[src/design/mse_pkg.sv]
// Shared types, constants and parity helper for the Mode S frame encoder.
`timescale 1ns / 1ps
`default_nettype none
package mse_pkg;

    localparam int ChipMax = 64;
    localparam int LenW    = 7;
    localparam int CrcW    = 24;
    localparam int CntW    = 4;

    localparam logic [CrcW-1:0] CRC_POLY  = 24'hFFF409;
    localparam logic [15:0]     PREAMBLE  = 16'b0000_0010_1000_0101; // chip 0 in bit 0
    localparam logic [CntW-1:0] LEN_LONG  = 4'd11;
    localparam logic [CntW-1:0] LEN_SHORT = 4'd4;

    localparam logic [LenW-1:0] RUN_DATA  = 7'd16;
    localparam logic [LenW-1:0] RUN_PRE   = 7'd32;
    localparam logic [LenW-1:0] RUN_LAST  = 7'd64;

    typedef struct packed {
        logic [ChipMax-1:0] chips;     // chip 0 in bit 0
        logic [LenW-1:0]    len;
        logic               frame_end;
    } run_t;

    // one byte through the MSB-first parity register
    function automatic logic [CrcW-1:0] crc_byte(input logic [CrcW-1:0] crc_in,
                                                 input logic [7:0] d);
        logic [CrcW-1:0] c;
        logic            fb;
        c = crc_in;
        for (int i = 7; i >= 0; i--) begin
            fb = c[CrcW-1] ^ d[i];
            c  = {c[CrcW-2:0], 1'b0} ^ (fb ? CRC_POLY : '0);
        end
        return c;
    endfunction

endpackage
`default_nettype wire

[src/design/mse_calc.sv]
// Per-byte stage: parity update, frame counting and chip run build.
`timescale 1ns / 1ps
`default_nettype none
module mse_calc
    import mse_pkg::*;
(
    input  wire logic       aclk,
    input  wire logic       aresetn,
    input  wire logic       s_tvalid,
    output logic            s_tready,
    input  wire logic [7:0] s_tdata,
    input  wire logic       cfg_valid,
    output logic            cfg_ready,
    input  wire logic       cfg_data,
    output logic            run_valid,
    output run_t            run,
    input  wire logic       run_take
);

    logic [CrcW-1:0] par_reg, par_next;
    logic [CntW-1:0] cnt_reg, cnt_next;
    logic            long_reg;
    logic            pend_reg;
    run_t            run_reg, run_next;

    logic [CrcW-1:0] crc_new;
    logic [CntW-1:0] cnt1;
    logic [CntW-1:0] frame_len;
    logic            first, last;
    logic [15:0]     dchips;
    logic [47:0]     pchips;
    logic            accept;

    assign cfg_ready = 1'b1;
    assign s_tready  = !pend_reg || run_take;
    assign accept    = s_tvalid && s_tready;
    assign run_valid = pend_reg;
    assign run       = run_reg;

    always_comb begin
        first     = (cnt_reg == '0);
        crc_new   = crc_byte(first ? '0 : par_reg, s_tdata);
        cnt1      = cnt_reg + 4'd1;
        frame_len = long_reg ? LEN_LONG : LEN_SHORT;
        last      = (cnt1 >= frame_len) || (cnt1 == '0);
        for (int j = 0; j < 8; j++) begin
            dchips[2*j]   = s_tdata[7-j];
            dchips[2*j+1] = ~s_tdata[7-j];
        end
        for (int j = 0; j < 24; j++) begin
            pchips[2*j]   = crc_new[23-j];
            pchips[2*j+1] = ~crc_new[23-j];
        end
        // preamble and parity never fall on the same byte
        if (first) begin
            run_next.chips = {32'd0, dchips, PREAMBLE};
            run_next.len   = RUN_PRE;
        end else if (last) begin
            run_next.chips = {pchips, dchips};
            run_next.len   = RUN_LAST;
        end else begin
            run_next.chips = {48'd0, dchips};
            run_next.len   = RUN_DATA;
        end
        run_next.frame_end = last;
        par_next = last ? '0 : crc_new;
        cnt_next = last ? '0 : cnt1;
    end

    always_ff @(posedge aclk) begin
        if (!aresetn) begin
            par_reg  <= '0;
            cnt_reg  <= '0;
            long_reg <= 1'b1;
            pend_reg <= 1'b0;
        end else begin
            if (cfg_valid && cfg_ready) begin
                long_reg <= cfg_data;
            end
            if (accept) begin
                par_reg  <= par_next;
                cnt_reg  <= cnt_next;
                pend_reg <= 1'b1;
            end else if (run_take) begin
                pend_reg <= 1'b0;
            end
        end
    end

    always_ff @(posedge aclk) begin
        if (accept) begin
            run_reg <= run_next;
        end
    end

endmodule
`default_nettype wire

[src/design/mse_ser.sv]
// Chip serializer: shifts one run out at one chip per beat.
`timescale 1ns / 1ps
`default_nettype none
module mse_ser
    import mse_pkg::*;
(
    input  wire logic       aclk,
    input  wire logic       aresetn,
    input  wire logic       run_valid,
    input  run_t            run,
    output logic            run_take,
    output logic            m_tvalid,
    input  wire logic       m_tready,
    output logic [7:0]      m_tdata,
    output logic            m_tlast,
    output logic            m_tuser
);

    logic [ChipMax-1:0] shift_reg;
    logic [LenW-1:0]    left_reg;
    logic               fend_reg;
    logic               free;

    assign m_tvalid = (left_reg != '0);
    assign m_tlast  = (left_reg == 7'd1);
    assign m_tdata  = {7'd0, shift_reg[0]};
    assign m_tuser  = m_tlast && fend_reg;
    assign free     = !m_tvalid || (m_tlast && m_tready);
    assign run_take = run_valid && free;

    always_ff @(posedge aclk) begin
        if (!aresetn) begin
            left_reg <= '0;
        end else if (run_take) begin
            left_reg <= run.len;
        end else if (m_tvalid && m_tready) begin
            left_reg <= left_reg - 7'd1;
        end
    end

    always_ff @(posedge aclk) begin
        if (run_take) begin
            shift_reg <= run.chips;
            fend_reg  <= run.frame_end;
        end else if (m_tvalid && m_tready) begin
            shift_reg <= {1'b0, shift_reg[ChipMax-1:1]};
        end
    end

endmodule
`default_nettype wire

[src/design/mode_s_frame_ppm_encoder.sv]
// Mode S frame encoder top level: byte stream in, PPM chip stream out.
//
// s_ channel: one data byte per beat, MSB sent first. The first byte of a
// frame is preceded by the 16-chip preamble; the last byte (4th or 11th, set
// by long_frame) is followed by the 24 parity bits as 48 PPM chips.
// m_ channel: one chip per beat in m_tdata[0]; m_tlast marks the last chip
// of each byte's run, m_tuser marks the final parity chip of the frame.
// cfg channel: writes long_frame (reset 1); always ready, write when idle.
// A taken byte's run is registered in the run register and then loaded into
// the serializer's shift register once the serializer is free.
// Throughput: one chip per cycle while m_tready is high, set by the
// serializer; a byte is 16 chips (32 for the first, 64 for the last byte).
// One byte is held in the run register while the previous run shifts out.
// Reset clears parity, byte count and both stages and sets long_frame.
// When m_tready is low the current chip holds and input stalls once the run
// register is full.
`timescale 1ns / 1ps
`default_nettype none
module mode_s_frame_ppm_encoder
    import mse_pkg::*;
(
    input  wire logic       aclk,
    input  wire logic       aresetn,
    input  wire logic       s_tvalid,
    output logic            s_tready,
    input  wire logic [7:0] s_tdata,   // [7:0] data_byte
    output logic            m_tvalid,
    input  wire logic       m_tready,
    output logic [7:0]      m_tdata,   // [0] chip, [7:1] zero
    output logic            m_tlast,
    output logic            m_tuser,   // [0] frame_end
    input  wire logic       cfg_valid,
    output logic            cfg_ready,
    input  wire logic       cfg_data
);

    logic run_valid;
    logic run_take;
    run_t run;

    mse_calc u_calc (
        .aclk      (aclk),
        .aresetn   (aresetn),
        .s_tvalid  (s_tvalid),
        .s_tready  (s_tready),
        .s_tdata   (s_tdata),
        .cfg_valid (cfg_valid),
        .cfg_ready (cfg_ready),
        .cfg_data  (cfg_data),
        .run_valid (run_valid),
        .run       (run),
        .run_take  (run_take)
    );

    mse_ser u_ser (
        .aclk      (aclk),
        .aresetn   (aresetn),
        .run_valid (run_valid),
        .run       (run),
        .run_take  (run_take),
        .m_tvalid  (m_tvalid),
        .m_tready  (m_tready),
        .m_tdata   (m_tdata),
        .m_tlast   (m_tlast),
        .m_tuser   (m_tuser)
    );

endmodule
`default_nettype wire

[config.mk]
export PLATFORM = sky130hd
export DESIGN_NAME = mode_s_frame_ppm_encoder
export DESIGN_NICKNAME = d
export VERILOG_FILES = /design/src/design/mse_pkg.sv /design/src/design/mse_calc.sv /design/src/design/mse_ser.sv /design/src/design/mode_s_frame_ppm_encoder.sv
export SDC_FILE = /design/constraint.sdc
export NUM_CORES = 1
export LEC_CHECK = 0
export BUFFER_PORTS_ARGS = -buffer_cell sky130_fd_sc_hd__buf_4
export CAP_MARGIN = 15
export CORE_MARGIN = 4
export CORE_UTILIZATION = 55
export DETAILED_ROUTE_END_ITERATION = 16
export GPL_ROUTABILITY_DRIVEN = 0
export MAX_ROUTING_LAYER = met4
export PLACE_DENSITY = 0.75
export SLEW_MARGIN = 10
export SYNTH_ARGS = -nofsm -noshare
export SYNTH_HDL_FRONTEND = slang
export SYNTH_SLANG_ARGS = --single-unit
[constraint.sdc]
create_clock -name aclk -period 3.65 [get_ports aclk]
set_input_delay 0.5475 -clock aclk [delete_from_list [all_inputs] [get_ports aclk]]
set_output_delay 0.5475 -clock aclk [all_outputs]
set_load 0.01 [all_outputs]
# == Word-level counts from Yosys, hierarchy flattened ==
# Index checks and enable logic that the tools add are counted.
# classes
n_addsub,2
n_mul,0
div,0
n_lt_le_gt_ge,1
eq_ne,1
n_shift,0
mux,20
n_bitwise,49
reduce_logical,16
# ops
operator,count
$mux 24,10
$xor 24x24->24,8
$mux 64,2
$mux 39,2
$not 1->1,33
$mux 7,2
$logic_not 4->1,2
$mux 4,2
$xor 1x1->1,8
$eq 7x1->1 const B,1
$reduce_bool 7->1,1
$sub 7x1->7 const B,1
$logic_and 1x1->1,5
$add 4x1->4 const B,1
$ge 4x4->1,1
$reduce_bool 2->1,2
$logic_or 1x1->1,3
$logic_not 1->1,2
$mux 1,2
$reduce_or 2->1,1
# totals
regBits,174
latch_bits,0
ramBits,0
rom_bits,0
inputBits,14
wordCells,101
n_memories,0

# == Longest topological paths before layout ==
# logic_depth
ltp_word,29
ltp_mapped,11
ltp_nobuf,9

# == Modules after synthesis ==
# Synthesis repeated with hierarchy kept, for this count alone.
# hier_totals
cells_unflattened,776
hier_area_um2,8121.5
# modules_own_cells
module,instances,cells_per_inst,area_each_um2,seq_area_each_um2
mse_calc,1,429,4759.6,2642.5
mse_ser,1,347,3362.0,2092.0

# == Least setup slack after synthesis ==
# Ideal clock, no wire load.
# synth_timing
kind,reg-to-reg
startpoint,register u_ser.left_reg[2]
endpoint,"register u_calc.run_reg, in the netlist u_calc.run[0] (enable)"
setup_ps,422
arrival_ps,3150
required_ps,3228
slack_ps,78
path_stages_with_launch,8
n_path_buf,3
path_cell_list,dfxtp_1 -> or4_1 -> buf_6 -> o31ai_4 -> nand2_2 -> buf_2 -> clkbuf_1 -> inv_1
# synth_between
elab_chain_len,6
word_cells_on_any_way,8
cone_classes,eq/ne (1); reduce/logical (7)
# synth_lines
item,line_no,text
"start, declared",mse_ser.sv:20,logic [LenW-1:0] left_reg;
"start signal, assigned",mse_ser.sv:35,left_reg <= run.len;
"start signal, assigned",mse_ser.sv:37,left_reg <= left_reg - 7'd1;
$eq 7x1->1 / $reduce_bool 7->1 (equally long branches),"mse_ser.sv:25, mse_ser.sv:24",
$logic_and 1x1->1 / $logic_not 1->1 (equally long branches),mse_ser.sv:28,assign free = !m_tvalid || (m_tlast && m_tready);
$logic_or 1x1->1 (*),mse_ser.sv:28,
$logic_and 1x1->1 (*),mse_ser.sv:29,assign run_take = run_valid && free;
$logic_or 1x1->1 (*),mse_calc.sv:35,assign s_tready = !pend_reg || run_take;
named net s_tready,mode_s_frame_ppm_encoder.sv:25,"output logic s_tready,"
$logic_and 1x1->1 (*),mse_calc.sv:36,assign accept = s_tvalid && s_tready;
named net u_calc.accept,mse_calc.sv:32,logic accept;
"end signal, assigned",mse_calc.sv:92,run_reg <= run_next;
"end, declared",mse_calc.sv:24,"run_t run_reg, run_next;"
# Mark *: on every way through the listed nets, which the timed path passes. The rest lies on a longest branch.
# A chain may end at the register's enable or synchronous reset.

# == Worst setup path after layout ==
# layout_timing
startpoint,register u_calc.cnt_reg[0]
endpoint,"register u_calc.run_reg, in the netlist u_calc.run[40], data pin"
# layout_between
elab_chain_len,26
word_cells_on_any_way,32
cone_classes,add/sub (1); order compare (1); mux (9); bitwise (17); reduce/logical (4)
# layout_lines
item,line_no,text
"start, declared",mse_calc.sv:21,"logic [CntW-1:0] cnt_reg, cnt_next;"
"start signal, assigned",mse_calc.sv:82,cnt_reg <= cnt_next;
$logic_not 4->1,mse_calc.sv:41,first = (cnt_reg == '0);
$mux 24,mse_calc.sv:42,"crc_new = crc_byte(first ? '0 : par_reg, s_tdata);"
$xor 1x1->1,mse_pkg.sv:33,fb = c[CrcW-1] ^ d[i];
$mux 24,mse_pkg.sv:34,"c = {c[CrcW-2:0], 1'b0} ^ (fb ? CRC_POLY : '0);"
$xor 24x24->24,mse_pkg.sv:34,
$xor 1x1->1,mse_pkg.sv:33,
$mux 24,mse_pkg.sv:34,
$xor 24x24->24,mse_pkg.sv:34,
[10 not listed],-,
$mux 24,mse_pkg.sv:34,
$xor 24x24->24,mse_pkg.sv:34,
$xor 1x1->1,mse_pkg.sv:33,
$mux 24,mse_pkg.sv:34,
$xor 24x24->24,mse_pkg.sv:34,
$xor 1x1->1,mse_pkg.sv:33,
$mux 24,mse_pkg.sv:34,
$xor 24x24->24,mse_pkg.sv:34,
# Parallel ways exist; a longest one is shown, timed or not.

==> results.yml <==
run_status:
  outcome: "complete, no violations"
setup_path:
  crit_required_ns: 3.83
  setup.worst_path.end: "u_calc.run[40]$_SDFFCE_PP0P_"
  cp_cell_sequence: "inv_1 -> ha_1 -> or3b_1 -> inv_1 -> nor2_1 -> xor2_1 -> xnor3_1 -> and2_1"
  cpMaxStageDelayCell: "or3b_1"
  crit-reg2reg-launch: "u_calc.cnt_reg[0]$_SDFFE_PN0P_"
  r2r_end: "u_calc.run[40]$_SDFFCE_PP0P_"
  cpPeakStageDelay_ns: 0.64
  regToRegSetupSlack_ns: 0.54
  endpoint_kind: "flip-flop"
  crit_path_start: "u_calc.cnt_reg[0]$_SDFFE_PN0P_"
  cp.arrival_ns: 3.28
  critPathMostFrequentCell: "inv_1"
  criticalPathCategory: "flip-flop to flip-flop"
  crit_fanout: 20
  worstSetupStartpointType: "flip-flop"
  rr_worst_depth: 8
drt:
  drt_iter0_markers: 366
  routedWlPerCell_um: 18.8
  drtAntennaViolNets: 0
  wl_um: 15200
  drcViolationCount: 0
  drtPass1Iterations: 5
  via_per_inst: 5.61
  num_vias: 4520
synthesis:
  yosysMostFrequentCell: "edfxtp_1"
  synth_area_per_cell_um2: 13.0
  synth_top_area_cell: "edfxtp_1"
  syn_inst: 605
  synthTopCellsByArea: "edfxtp_1 (51%), dfxtp_1 (9.4%), mux2_2 (8.7%), xnor2_1 (5.6%), xor2_1 (3.0%)"
  ys.flop_type: "edfxtp_1"
  ys_ff_latch: 170
  synth_top_area_share_pct: 50.7
  yosysWarnings: 0
  async_flop_share_pct: 0
  synth_cell_types: 54
  syn_area_um2: 7880
  seq_area_frac_synth_pct: 60.1
  synth-edff-count: 133
  ys_top_cells_by_count: "edfxtp_1 (133), mux2_2 (61), xnor2_1 (50)"
finish:
  drive_gt1_share_pct: 20.8
  n_antenna_cell: 0
  fillCellCount: 1034
  stdcell_area_um2: 8700
  largest_reg_flops: 68
  nets: 637
  syn_to_final_growth_pct: 10.4
power:
  p_leak_nw: 3.14
  power_mw: 7.31
  max-vdd-ir-drop_uv: 678
  power.density_nw_per_um2: 839
global_routing:
  grt_pass1_vias: 4588
  grt_usage_pct: 20.1
  grt_antenna_before_repair: 0
  grt_max_degree: 72
  globalRoute.totalOverflow: 0
  grt_pass1_wl_um: 24700
floorplan:
  core-area_um2: 13900
  dieArea_um2: 16300
  start_util_pct: 56.6
  rows: 43
  ios: 27
  die_y_um: 128
  die_w_um: 128
sta:
  slew_viol_final: 0
  max_slew.worst_pin.slew_ns: 0.720
  final.setup_skew_ns: 0.00866
  fmax_ghz: 0.322
  hold_viol: 0
  setup_viol: 0
  fin_crit_ns: 3.11
  rsz0062_at_grt: "no"
  max_slew_margin_pct: 52.0
  fin_crit_sh_pct: 85.1
  final.setup.tns_ns: 0
job:
  cap_violations: 0
place:
  io_buffers: 18
  placedInstanceArea_um2: 8160
  place_hpwl_um: 9660
cts:
  clock_path_buffers: 2
  postCtsSetupBuffers: 0
  clk_pin_slew_ns: 0.06
  postCtsResizedCells: 0
  root_buffer: "clkbuf_16"
  hold_buffers: 0
  cts_tree: "built"
  insertion_delay_ns: 0.43
  cts_made_buffers: 17
  cts.sinks: 170
  htreeDepth: 4
hold_path:
  hp-class: "input port to flip-flop"
worst max-delay path, delay by kind of cell, from the launching register on:
kind | cells | cell delay (ns)
buffers and inverters | 2 | 0.50
DFF | 1 | 0.45
and+or+nand+nor | 3 | 1.08
xor gates and xnor gates | 2 | 0.62
adders and majority gates | 1 | 0.22
through the flow:
stage          util, %  cells  hold slack [ns]  setup slack, ns
4_1_cts           62.5    806            0.308            0.567
6_report          62.5    806            0.321            0.543
5_1_grt           62.5    806            0.326            0.312
2_1_floorplan        -    611            0.400           0.0783
3_3_place_gp      58.6    776            0.461            0.780
3_5_place_dp      58.6    776            0.433            0.607
power by group:
part / leakage, nW / switching (mW) / internal, mW
sequential: 1.61 / 0.257 / 3.03
clock: 0.246 / 0.703 / 0.994
combinational: 1.29 / 1.28 / 1.04
worst min path at each step:
stage	startpoint	endpoint	slack, ns	cells after the start
finish	cfg_valid	u_calc.long_reg$_SDFFE_PN1P_	0.32	2
global placement	u_calc.run[0]$_DFFE_PP_	u_ser.fend_reg$_DFFE_PP_	0.46	0
CTS	cfg_valid	u_calc.long_reg$_SDFFE_PN1P_	0.31	2
floorplan	u_calc.run[0]$_DFFE_PP_	u_ser.fend_reg$_DFFE_PP_	0.40	0
detailed placement	u_calc.run[0]$_DFFE_PP_	u_ser.fend_reg$_DFFE_PP_	0.43	0
global route	cfg_valid	u_calc.long_reg$_SDFFE_PN1P_	0.33	2
per-layer routing:
layer,routed length (µm),vias up,part of all wire (%),GRT usage [%]
li1,-,2132,-,-
met1,6890,2241,45,26.5
met5,0,-,0,-
met4,309,0,2.0,7.43
met2,7260,118,48,30.9
met3,699,29,4.6,4.38
final cells by class:
cell class              count  area [µm²]  area share [%]
inverters                  15        58.8           0.676
repair buffers             29         255            2.93
well taps                 180         225            2.59
flip-flops and latches    170        4730            54.4
multi-input cells         382        2890            33.2
clock buffers              22         444            5.10
clock inverters             8        98.8            1.14
cell usage in the layout, fill, tap and decap left out, types with 16 or more instances in the layout:
| cell type | n |
|---|---|
| edfxtp_1 | 133 |
| mux2_2 | 61 |
| xnor2_1 | 50 |
| nor2_1 | 43 |
| dfxtp_1 | 37 |
| nand2_1 | 30 |
| and2_1 | 29 |
| xor2_1 | 27 |
| buf_4 | 26 |
| o21ai_0 | 20 |
| clkbuf_16 | 17 |
| nor2b_1 | 16 |
logic make-up after synthesis:
family,count (synthesis),share of synthesized area (%)
flops,170,60.1
simple gates,155,10.4
xor+xnor,80,9.41
compound gates,67,5.91
mux,64,9.29
buf+inv,59,3.57
fa+ha+maj,8,1.27
other cells,2,0.0953
Note: power is estimated with default switching activity, not from simulation.
